[src/hdl/cpfm_pkg.sv]
// cpfm_pkg: shared widths and register indexes for the capture pair frequency meter
// no dependencies; imported by every module of the block
package cpfm_pkg;

    localparam int CAP_W      = 16;
    localparam int FREQ_W     = 32;
    localparam int CFG_IDX_W  = 2;
    localparam int CFG_DATA_W = 32;
    localparam int PRESC_W    = 16;
    localparam int CPS_W      = 2;

    // divisor multiplier: (prescaler + 1) << both_edges
    localparam int M_W   = PRESC_W + 2;
    // numerator: clock_hz << capture_prescale_log2
    localparam int NUM_W = FREQ_W + 3;

    localparam logic [CFG_IDX_W-1:0] CFG_CLOCK_HZ   = 2'd0;
    localparam logic [CFG_IDX_W-1:0] CFG_PRESCALER  = 2'd1;
    localparam logic [CFG_IDX_W-1:0] CFG_CAP_PSC    = 2'd2;
    localparam logic [CFG_IDX_W-1:0] CFG_BOTH_EDGES = 2'd3;

    localparam logic [FREQ_W-1:0] CLOCK_HZ_RESET = 32'd64000000;

endpackage

[src/hdl/capture_pair_frequency_meter_unit.sv]
// capture_pair_frequency_meter_unit: top level, capture pairing, config registers, sequencing
// depends on cpfm_pkg, cpfm_mul, cpfm_div
//
//   channel   direction   handshake            payload
//   in        input       in_valid / in_stall   capture_value
//   out       output      out_valid / out_stall frequency_hz, equal_error
//   cfg       input       cfg_we                cfg_index, cfg_data
//
// a first capture is stored at its accepting edge and gives no item
// a second capture: the serial multiplier forms the divisor, then the divider is started,
// the serial divider forms the quotient one bit at a time, the result leaves it and the output is loaded:
// only then is the item valid, and the next capture is taken after that
// equal captures skip the arithmetic and go straight to the final load, which gives an error item
// one item at a time; a waiting output item stalls only the final load
// reset brings config registers to their defaults and clears the pending capture
module capture_pair_frequency_meter_unit #(
    parameter longint unsigned COUNTER_MAX = 64'd65535
) (
    input  logic                              clk,
    input  logic                              rst_n,
    input  logic                              in_valid,
    output logic                              in_stall,
    input  logic [cpfm_pkg::CAP_W-1:0]        capture_value,
    output logic                              out_valid,
    input  logic                              out_stall,
    output logic [cpfm_pkg::FREQ_W-1:0]       frequency_hz,
    output logic                              equal_error,
    input  logic                              cfg_we,
    input  logic [cpfm_pkg::CFG_IDX_W-1:0]    cfg_index,
    input  logic [cpfm_pkg::CFG_DATA_W-1:0]   cfg_data
);
    import cpfm_pkg::*;

    localparam int DIFF_W = $clog2(COUNTER_MAX + 64'd1);
    localparam int DEN_W  = DIFF_W + M_W;
    localparam logic [CAP_W-1:0] CAP_TOP =
        (COUNTER_MAX > 64'd65535) ? {CAP_W{1'b1}} : CAP_W'(COUNTER_MAX);
    localparam logic [DIFF_W-1:0] CMAX_D = DIFF_W'(COUNTER_MAX);

    typedef enum logic [3:0] {
        ST_IDLE = 4'b0001,
        ST_MUL  = 4'b0010,
        ST_DIV  = 4'b0100,
        ST_DONE = 4'b1000
    } state_t;

    state_t              state_reg, state_next;
    logic [FREQ_W-1:0]   clock_hz_reg;
    logic [PRESC_W-1:0]  presc_reg;
    logic [CPS_W-1:0]    cps_reg;
    logic                both_reg;
    logic                pending_reg, pending_next;
    logic [CAP_W-1:0]    first_reg, first_next;
    logic                err_reg, err_next;
    logic                out_valid_reg, out_valid_next;
    logic [FREQ_W-1:0]   freq_reg, freq_next;
    logic                eqerr_reg, eqerr_next;

    logic                in_acc;
    logic [CAP_W-1:0]    v1, v2;
    logic [DIFF_W-1:0]   v1d, v2d, diff;
    logic [PRESC_W:0]    presc_inc;
    logic [M_W-1:0]      mult;
    logic [NUM_W-1:0]    num;
    logic                mul_start, mul_done;
    logic [DEN_W-1:0]    product;
    logic                div_start, div_done;
    logic [FREQ_W-1:0]   quot;

    assign in_stall = (state_reg != ST_IDLE);
    assign in_acc   = in_valid && !in_stall;

    assign v1   = (first_reg > CAP_TOP) ? CAP_TOP : first_reg;
    assign v2   = (capture_value > CAP_TOP) ? CAP_TOP : capture_value;
    assign v1d  = DIFF_W'(v1);
    assign v2d  = DIFF_W'(v2);
    assign diff = (v2 > v1) ? (v2d - v1d) : (CMAX_D - v1d + v2d + DIFF_W'(1));

    assign presc_inc = {1'b0, presc_reg} + (PRESC_W+1)'(1);
    assign mult      = both_reg ? {presc_inc, 1'b0} : {1'b0, presc_inc};
    assign num       = NUM_W'(clock_hz_reg) << cps_reg;

    always_comb
    begin
        state_next     = state_reg;
        pending_next   = pending_reg;
        first_next     = first_reg;
        err_next       = err_reg;
        out_valid_next = out_valid_reg;
        freq_next      = freq_reg;
        eqerr_next     = eqerr_reg;
        mul_start      = 1'b0;
        div_start      = 1'b0;
        if (out_valid_reg && !out_stall)
        begin
            out_valid_next = 1'b0;
        end
        case (state_reg)
            ST_IDLE:
            begin
                if (in_acc)
                begin
                    if (!pending_reg)
                    begin
                        pending_next = 1'b1;
                        first_next   = capture_value;
                    end
                    else
                    begin
                        pending_next = 1'b0;
                        if (v1 == v2)
                        begin
                            err_next   = 1'b1;
                            state_next = ST_DONE;
                        end
                        else
                        begin
                            err_next   = 1'b0;
                            mul_start  = 1'b1;
                            state_next = ST_MUL;
                        end
                    end
                end
            end
            ST_MUL:
            begin
                if (mul_done)
                begin
                    div_start  = 1'b1;
                    state_next = ST_DIV;
                end
            end
            ST_DIV:
            begin
                if (div_done)
                begin
                    state_next = ST_DONE;
                end
            end
            ST_DONE:
            begin
                if (!out_valid_reg || !out_stall)
                begin
                    out_valid_next = 1'b1;
                    freq_next      = err_reg ? '0 : quot;
                    eqerr_next     = err_reg;
                    state_next     = ST_IDLE;
                end
            end
            default:
            begin
                state_next = ST_IDLE;
            end
        endcase
    end

    always_ff @(posedge clk or negedge rst_n)
    begin
        if (!rst_n)
        begin
            state_reg     <= ST_IDLE;
            pending_reg   <= 1'b0;
            first_reg     <= '0;
            err_reg       <= 1'b0;
            out_valid_reg <= 1'b0;
            clock_hz_reg  <= CLOCK_HZ_RESET;
            presc_reg     <= '0;
            cps_reg       <= '0;
            both_reg      <= 1'b0;
        end
        else
        begin
            state_reg     <= state_next;
            pending_reg   <= pending_next;
            first_reg     <= first_next;
            err_reg       <= err_next;
            out_valid_reg <= out_valid_next;
            if (cfg_we)
            begin
                case (cfg_index)
                    CFG_CLOCK_HZ:   clock_hz_reg <= cfg_data[FREQ_W-1:0];
                    CFG_PRESCALER:  presc_reg    <= cfg_data[PRESC_W-1:0];
                    CFG_CAP_PSC:    cps_reg      <= cfg_data[CPS_W-1:0];
                    CFG_BOTH_EDGES: both_reg     <= cfg_data[0];
                    default:        both_reg     <= both_reg;
                endcase
            end
        end
    end

    always_ff @(posedge clk)
    begin
        freq_reg  <= freq_next;
        eqerr_reg <= eqerr_next;
    end

    cpfm_mul #(
        .DIFF_W (DIFF_W)
    ) u_mul (
        .clk     (clk),
        .rst_n   (rst_n),
        .start   (mul_start),
        .diff    (diff),
        .mult    (mult),
        .done    (mul_done),
        .product (product)
    );

    cpfm_div #(
        .DEN_W (DEN_W)
    ) u_div (
        .clk   (clk),
        .rst_n (rst_n),
        .start (div_start),
        .num   (num),
        .den   (product),
        .done  (div_done),
        .quot  (quot)
    );

    assign out_valid    = out_valid_reg;
    assign frequency_hz = freq_reg;
    assign equal_error  = eqerr_reg;

endmodule

[src/hdl/cpfm_mul.sv]
// cpfm_mul: bit-serial shift-add multiplier, one multiplier bit per cycle, msb first
// depends on cpfm_pkg
module cpfm_mul #(
    parameter int DIFF_W = 16
) (
    input  logic                              clk,
    input  logic                              rst_n,
    input  logic                              start,
    input  logic [DIFF_W-1:0]                 diff,
    input  logic [cpfm_pkg::M_W-1:0]          mult,
    output logic                              done,
    output logic [DIFF_W+cpfm_pkg::M_W-1:0]   product
);
    import cpfm_pkg::*;

    localparam int DEN_W = DIFF_W + M_W;
    localparam int CNT_W = $clog2(M_W);

    logic                busy_reg, busy_next;
    logic                done_reg, done_next;
    logic [CNT_W-1:0]    cnt_reg, cnt_next;
    logic [DEN_W-1:0]    acc_reg, acc_next;
    logic [M_W-1:0]      m_reg, m_next;
    logic [DIFF_W-1:0]   diff_reg, diff_next;

    always_comb
    begin
        busy_next = busy_reg;
        done_next = 1'b0;
        cnt_next  = cnt_reg;
        acc_next  = acc_reg;
        m_next    = m_reg;
        diff_next = diff_reg;
        if (start)
        begin
            busy_next = 1'b1;
            cnt_next  = CNT_W'(M_W - 1);
            acc_next  = '0;
            m_next    = mult;
            diff_next = diff;
        end
        else if (busy_reg)
        begin
            acc_next = {acc_reg[DEN_W-2:0], 1'b0}
                     + (m_reg[M_W-1] ? DEN_W'(diff_reg) : '0);
            m_next   = {m_reg[M_W-2:0], 1'b0};
            cnt_next = cnt_reg - CNT_W'(1);
            if (cnt_reg == '0)
            begin
                busy_next = 1'b0;
                done_next = 1'b1;
            end
        end
    end

    always_ff @(posedge clk or negedge rst_n)
    begin
        if (!rst_n)
        begin
            busy_reg <= 1'b0;
            done_reg <= 1'b0;
            cnt_reg  <= '0;
        end
        else
        begin
            busy_reg <= busy_next;
            done_reg <= done_next;
            cnt_reg  <= cnt_next;
        end
    end

    always_ff @(posedge clk)
    begin
        acc_reg  <= acc_next;
        m_reg    <= m_next;
        diff_reg <= diff_next;
    end

    assign done    = done_reg;
    assign product = acc_reg;

endmodule

[src/hdl/cpfm_div.sv]
// cpfm_div: restoring divider, one quotient bit per cycle, saturating 32-bit quotient
// depends on cpfm_pkg
module cpfm_div #(
    parameter int DEN_W = 34
) (
    input  logic                          clk,
    input  logic                          rst_n,
    input  logic                          start,
    input  logic [cpfm_pkg::NUM_W-1:0]    num,
    input  logic [DEN_W-1:0]              den,
    output logic                          done,
    output logic [cpfm_pkg::FREQ_W-1:0]   quot
);
    import cpfm_pkg::*;

    localparam int CNT_W = $clog2(NUM_W);

    logic               busy_reg, busy_next;
    logic               done_reg, done_next;
    logic [CNT_W-1:0]   cnt_reg, cnt_next;
    logic [DEN_W-1:0]   rem_reg, rem_next;
    logic [DEN_W-1:0]   den_reg, den_next;
    logic [NUM_W-1:0]   numq_reg, numq_next;
    logic [DEN_W:0]     cand;
    logic [DEN_W:0]     diffc;
    logic               ge;

    assign cand  = {rem_reg, numq_reg[NUM_W-1]};
    assign ge    = cand >= {1'b0, den_reg};
    assign diffc = cand - {1'b0, den_reg};

    always_comb
    begin
        busy_next = busy_reg;
        done_next = 1'b0;
        cnt_next  = cnt_reg;
        rem_next  = rem_reg;
        den_next  = den_reg;
        numq_next = numq_reg;
        if (start)
        begin
            busy_next = 1'b1;
            cnt_next  = CNT_W'(NUM_W - 1);
            rem_next  = '0;
            den_next  = den;
            numq_next = num;
        end
        else if (busy_reg)
        begin
            rem_next  = ge ? diffc[DEN_W-1:0] : cand[DEN_W-1:0];
            numq_next = {numq_reg[NUM_W-2:0], ge};
            cnt_next  = cnt_reg - CNT_W'(1);
            if (cnt_reg == '0)
            begin
                busy_next = 1'b0;
                done_next = 1'b1;
            end
        end
    end

    always_ff @(posedge clk or negedge rst_n)
    begin
        if (!rst_n)
        begin
            busy_reg <= 1'b0;
            done_reg <= 1'b0;
            cnt_reg  <= '0;
        end
        else
        begin
            busy_reg <= busy_next;
            done_reg <= done_next;
            cnt_reg  <= cnt_next;
        end
    end

    always_ff @(posedge clk)
    begin
        rem_reg  <= rem_next;
        den_reg  <= den_next;
        numq_reg <= numq_next;
    end

    // saturate when the quotient needs more than 32 bits
    assign done = done_reg;
    assign quot = (|numq_reg[NUM_W-1:FREQ_W]) ? '1 : numq_reg[FREQ_W-1:0];

endmodule

[config.mk]
export PLATFORM = sky130hd
export DESIGN_NAME = capture_pair_frequency_meter_unit
export DESIGN_NICKNAME = d
export VERILOG_FILES = /design/src/hdl/cpfm_pkg.sv /design/src/hdl/capture_pair_frequency_meter_unit.sv /design/src/hdl/cpfm_mul.sv /design/src/hdl/cpfm_div.sv
export SDC_FILE = /design/constraint.sdc
export NUM_CORES = 1
export LEC_CHECK = 0
export ABC_AREA = 1
export BUFFER_PORTS_ARGS = -buffer_cell sky130_fd_sc_hd__buf_2
export CAP_MARGIN = 20
export CORE_MARGIN = 2
export CORE_UTILIZATION = 55
export CTS_BUF_LIST = sky130_fd_sc_hd__clkbuf_2
export DETAILED_ROUTE_END_ITERATION = 10
export HOLD_SLACK_MARGIN = 0.12
export PLACE_DENSITY = 0.73
export SLEW_MARGIN = 20
export SYNTH_ARGS = -nofsm -noshare
export SYNTH_HDL_FRONTEND = slang
export SYNTH_HIERARCHICAL = 1
export SYNTH_SLANG_ARGS = --single-unit
[constraint.sdc]
create_clock -name clk -period 5.5 [get_ports clk]
set_clock_uncertainty 0.2 [all_clocks]
set_input_delay 0.55 -clock clk [delete_from_list [all_inputs] [get_ports clk]]
set_output_delay 0.55 -clock clk [all_outputs]
set_load 0.02 [all_outputs]
==> impl.org <==
** Pwr
- The share of total power dissipated in the clock network is 35.5%.
- Maximum VDD drop :: 142 uV
- For this design the static power due to leakage is 10.9 nW.
- Of the total power, combinational logic draws 10.0%.
- Internal power comes to 0.00313 W.
- Switching fraction of total power :: 28.9%
- In this run the power spent charging and discharging nets is 0.00127 W.
- In this run the power density over the cells is 213 nW/um^2.
- Per report_power, the sequential group accounts for 54.5% of the total.

** Setup path
- STA puts the critical path data arrival time at 3.67 ns.
- The worst setup path is launched from a register.
- Worst flop-to-flop path endpoint :: u_mul/product[8]
- The critical path is of the reg -> reg type.
- For the worst setup path, the data required time is 6.14 ns.
- Critical path destination :: u_mul/product[8]
- CP Launch Point :: first_reg[12]
- In this run the worst path has a maximum fanout of 25.
- Across all register-to-register paths, the minimum setup slack is 2.47 ns.
- Measured in cells, the most critical reg-to-reg path has a length of 14.
- Element type at the critical path end :: register
- Reg-to-Reg Start :: first_reg[12]

** Yosys
- Area leader, netlist :: sky130_fd_sc_hd__edfxtp_1
- Mux contribution to synthesized area :: 2.18%
- Counting flops with a built-in enable in the synthesized netlist gives 136.
- Summing the areas of all and, or, nand and nor instances in the mapped netlist gives 30.3% of the synthesized area.
- Synthesis inferred 293 register bits.
- In the synthesized netlist the dominant register cell turns out to be sky130_fd_sc_hd__edfxtp_1.
- Share of the synthesized netlist area taken by xor and xnor gates :: 1.92%
- After synthesis, the share of flip-flops with an asynchronous set or reset is 30.4%.
- Yosys warning count :: 6
- Fraction of post-synthesis cell area in the top cell type by area :: 22.4%
- The synthesized netlist devotes 7.29% of its cell area to compound gates.
- Mean area per synthesized cell :: 7.28 sq um
- Top post-synthesis cells by area :: sky130_fd_sc_hd__edfxtp_1 (22%), sky130_fd_sc_hd__nand2_1 (17%), sky130_fd_sc_hd__dfrtp_1 (11%), sky130_fd_sc_hd__inv_1 (9.0%), sky130_fd_sc_hd__dfxtp_1 (7.5%)
- The synthesized netlist devotes 5.06% of its cell area to adder and majority cells.
- Post-synthesis sequential area ratio :: 42.1%
- In the synthesized netlist, the cells that appear most often are sky130_fd_sc_hd__nand2_1 (841), sky130_fd_sc_hd__inv_1 (437), sky130_fd_sc_hd__nor2_1 (169), sky130_fd_sc_hd__nand3_1 (146), sky130_fd_sc_hd__edfxtp_1 (136).
- Most frequently used cell type in the post-synthesis netlist :: sky130_fd_sc_hd__nand2_1
- Cell area after synthesis :: 18300 sq um
- Main combinational cell family by area after synthesis :: simple AND/OR/NAND/NOR gates
- Mapped Cells :: 2508
- Yosys mapped the design onto 53 distinct sky130hd cell types.
- When the netlist entered floorplanning its net count stood at 2635.

** Global route
- For this run, global-route usage on met3 was measured as 4.63%.
- Global routing used 42.8% of the available met2 tracks.
- For this run, global-route usage on met1 was measured as 36.1%.
- The first global-routing pass estimated 74100 um of wire.
- Global route hottest layer :: met2
- Across every metal layer, demand over resource in global routing totals 26.7%.
- Antenna violations before repair :: 1
- Congestion Overflow GR :: 0
- Entering global routing, the biggest net connects 106 pins.
- The number of global-route vias before repair is 15600.

** Floorplanning
- The die is 186 um wide.
- In this run the standard cell core region covers 32600 sq um.
- Total Die Area :: 34700 sq um
- In this run the core area contains 66 standard-cell rows.
- Initial cell density of the core :: 56.0%
- Die Ht :: 186 um
- Number of primary I/O pins :: 90

** Layout
- The area growth from synthesis to layout is 13.4%.
- The final layout contains 2838 nets.
- The finished cells cover 20700 sq um.
- Number of flip-flops in the largest register :: 35
- Fraction of final layout cells sized beyond drive strength 1 :: 12.0%
- Utilization after layout :: 63.5%

** Timing
- Setup TNS :: 0 ns
- Setup repair after global routing left no endpoint under its margin.
- Setup violations remaining at the end of the flow were counted as 0.
- Period minus WS final :: 3.03 ns
- The number of pins exceeding their max-slew limit in the final report came to 0.
- The hold violation count in the final report was 0.
- On the final layout, the worst hold slack is 0.217 ns.
- Worst-margin pin slew :: 1.09 ns
- Dividing the final minimum period by the clock period gives 55.1%.
- In this run the tightest slew margin relative to its limit is 27.0%.
- Setup slack closes at 2.47 ns.
- Achievable Freq :: 330 MHz

** Place
- Timing analysis after detailed placement gives a worst setup slack of 2.22 ns.
- Buffers added on ports :: 89
- Once placement finished, the instance area stood at 19000 sq um.
- Routability-driven placement finished with a final weighted congestion of 0.939.
- The wire-length estimate of the detail-placed layout is 31600 um.

** Run
- Across the run, the number of max-cap violations was 0.

** Detailed routing
- Wire per inst :: 14.1 um
- Via/cell ratio :: 5.02
- The final route contains 16200 vias.
- Wires add up to 45300 um.
- Routed Antenna Nets :: 0
- Before antenna repair, the detailed router went through 5 iterations.
- Post-detailed-route DRC marker count :: 0
- Number of design-rule violations left by the first detailed-router iteration :: 1326

** Clock tree
- Library cell used as clock root buffer :: sky130_fd_sc_hd__clkbuf_2
- Clock tree synthesis inserted a total of 78 buffers.
- In this run the number of H-tree levels came out at 3.
- The clock net in this run drives a total of 293 sinks.
- Clock-pin slew on the worst setup and hold paths :: 0.09 ns
- After clock tree synthesis, the repair step resized 0 gates.
- In this run the post-CTS setup repair buffer count came out at 0.
- Count of hold-fix buffers inserted at cts :: 91
- Clock tree from TritonCTS :: built
- For the worst-skew pair, the clock arrives at the later sink with an insertion delay of 0.93 ns.
- Clock tree buffer depth :: 3

** Outcome
- Status :: finished, final reports clean

** Worst hold path
- Hold Path Class :: in -> reg
- Cells on Worst Hold Path :: 3
kinds of logic (layout without fill, tap and decap cells):
group	after synthesis	count (layout)
AO/OA/AOI/OAI	253	253
XOR/XNOR	40	40
adder cells (fa/ha/maj)	72	72
buffers and inverters	516	784
flip-flops	293	293
multiplexers	39	39
other	0	2
AND/OR/NAND/NOR	1295	1295
layer usage:
| metal | vias up | wire length, um |
|---|---|---|
| met5 | - | 0 |
| met4 | 0 | 1280 |
| met3 | 101 | 2590 |
| met2 | 488 | 20500 |
| met1 | 7274 | 20800 |
| li1 | 8317 | - |
power groups by stage:
| stage | combinational, W | sequential (W) | clock [W] |
|---|---|---|---|
| CTS | 0.000422 | 0.00240 | 0.00162 |
| floorplan | 0.000286 | 0.00242 | 0 |
| detailed placement | 0.000384 | 0.00244 | 0 |
| global route | 0.000487 | 0.00241 | 0.00173 |
| finish | 0.000439 | 0.00240 | 0.00156 |
| global placement | 0.000380 | 0.00244 | 0 |
area by class of cell:
class | count | area [sq um]
Clock buffer | 116 | 581
Multi-Input combinational cell | 1699 | 8570
Timing Repair Buffer | 192 | 1480
Fill cell | 2899 | 11900
Inverter | 447 | 1680
Antenna cell | 2 | 5.00
Clock inverter | 29 | 154
Tap cell | 442 | 553
Sequential cell | 293 | 7680
worst min-delay path by stage:
stage | startpoint | to | slack [ns]
6_report | cfg_data[28] | clock_hz_reg[28] | 0.22
3_3_place_gp | u_mul/product[33] | u_div/den_reg[33] | 0.22
4_1_cts | cfg_data[20] | clock_hz_reg[20] | 0.13
5_1_grt | cfg_data[28] | clock_hz_reg[28] | 0.13
3_5_place_dp | u_mul/product[33] | u_div/den_reg[33] | 0.23
2_1_floorplan | rst_n | both_reg | 0.05
stage by stage:
stage | cells | total power (W)
2_1_floorplan | 2508 | 0.00271
3_3_place_gp | 2980 | 0.00282
3_5_place_dp | 2980 | 0.00283
4_1_cts | 3216 | 0.00444
5_1_grt | 3219 | 0.00462
6_report | 3220 | 0.00440
critical path: stages (launching register included):
cell and delay (ns):
sky130_fd_sc_hd__dfrtp_1 0.33, sky130_fd_sc_hd__inv_1 0.05, sky130_fd_sc_hd__ha_1 0.35, sky130_fd_sc_hd__nand2_1 0.16, sky130_fd_sc_hd__nor2_1 0.12, sky130_fd_sc_hd__nand2_1 0.06, sky130_fd_sc_hd__nor2_1 0.12, sky130_fd_sc_hd__nand2_1 0.08
sky130_fd_sc_hd__nand2_1 0.11, sky130_fd_sc_hd__nor2_4 0.07, sky130_fd_sc_hd__nor2_4 0.51, sky130_fd_sc_hd__inv_1 0.39, sky130_fd_sc_hd__a21oi_1 0.20, sky130_fd_sc_hd__o21ai_0 0.12, sky130_fd_sc_hd__nand2_1 0.07
cells in the final DEF (no fill, tap or decap), drive strengths merged, types with 79 or more instances in the layout:
cell type / instances
buf: 101
nor2: 191
dfrtp: 81
o21ai: 158
nand3: 148
inv: 445
clkbuf: 116
dlygate4sd3: 91
a21oi: 79
nand2: 877
edfxtp: 136
No activity file was read; power rests on OpenSTA's default activity.
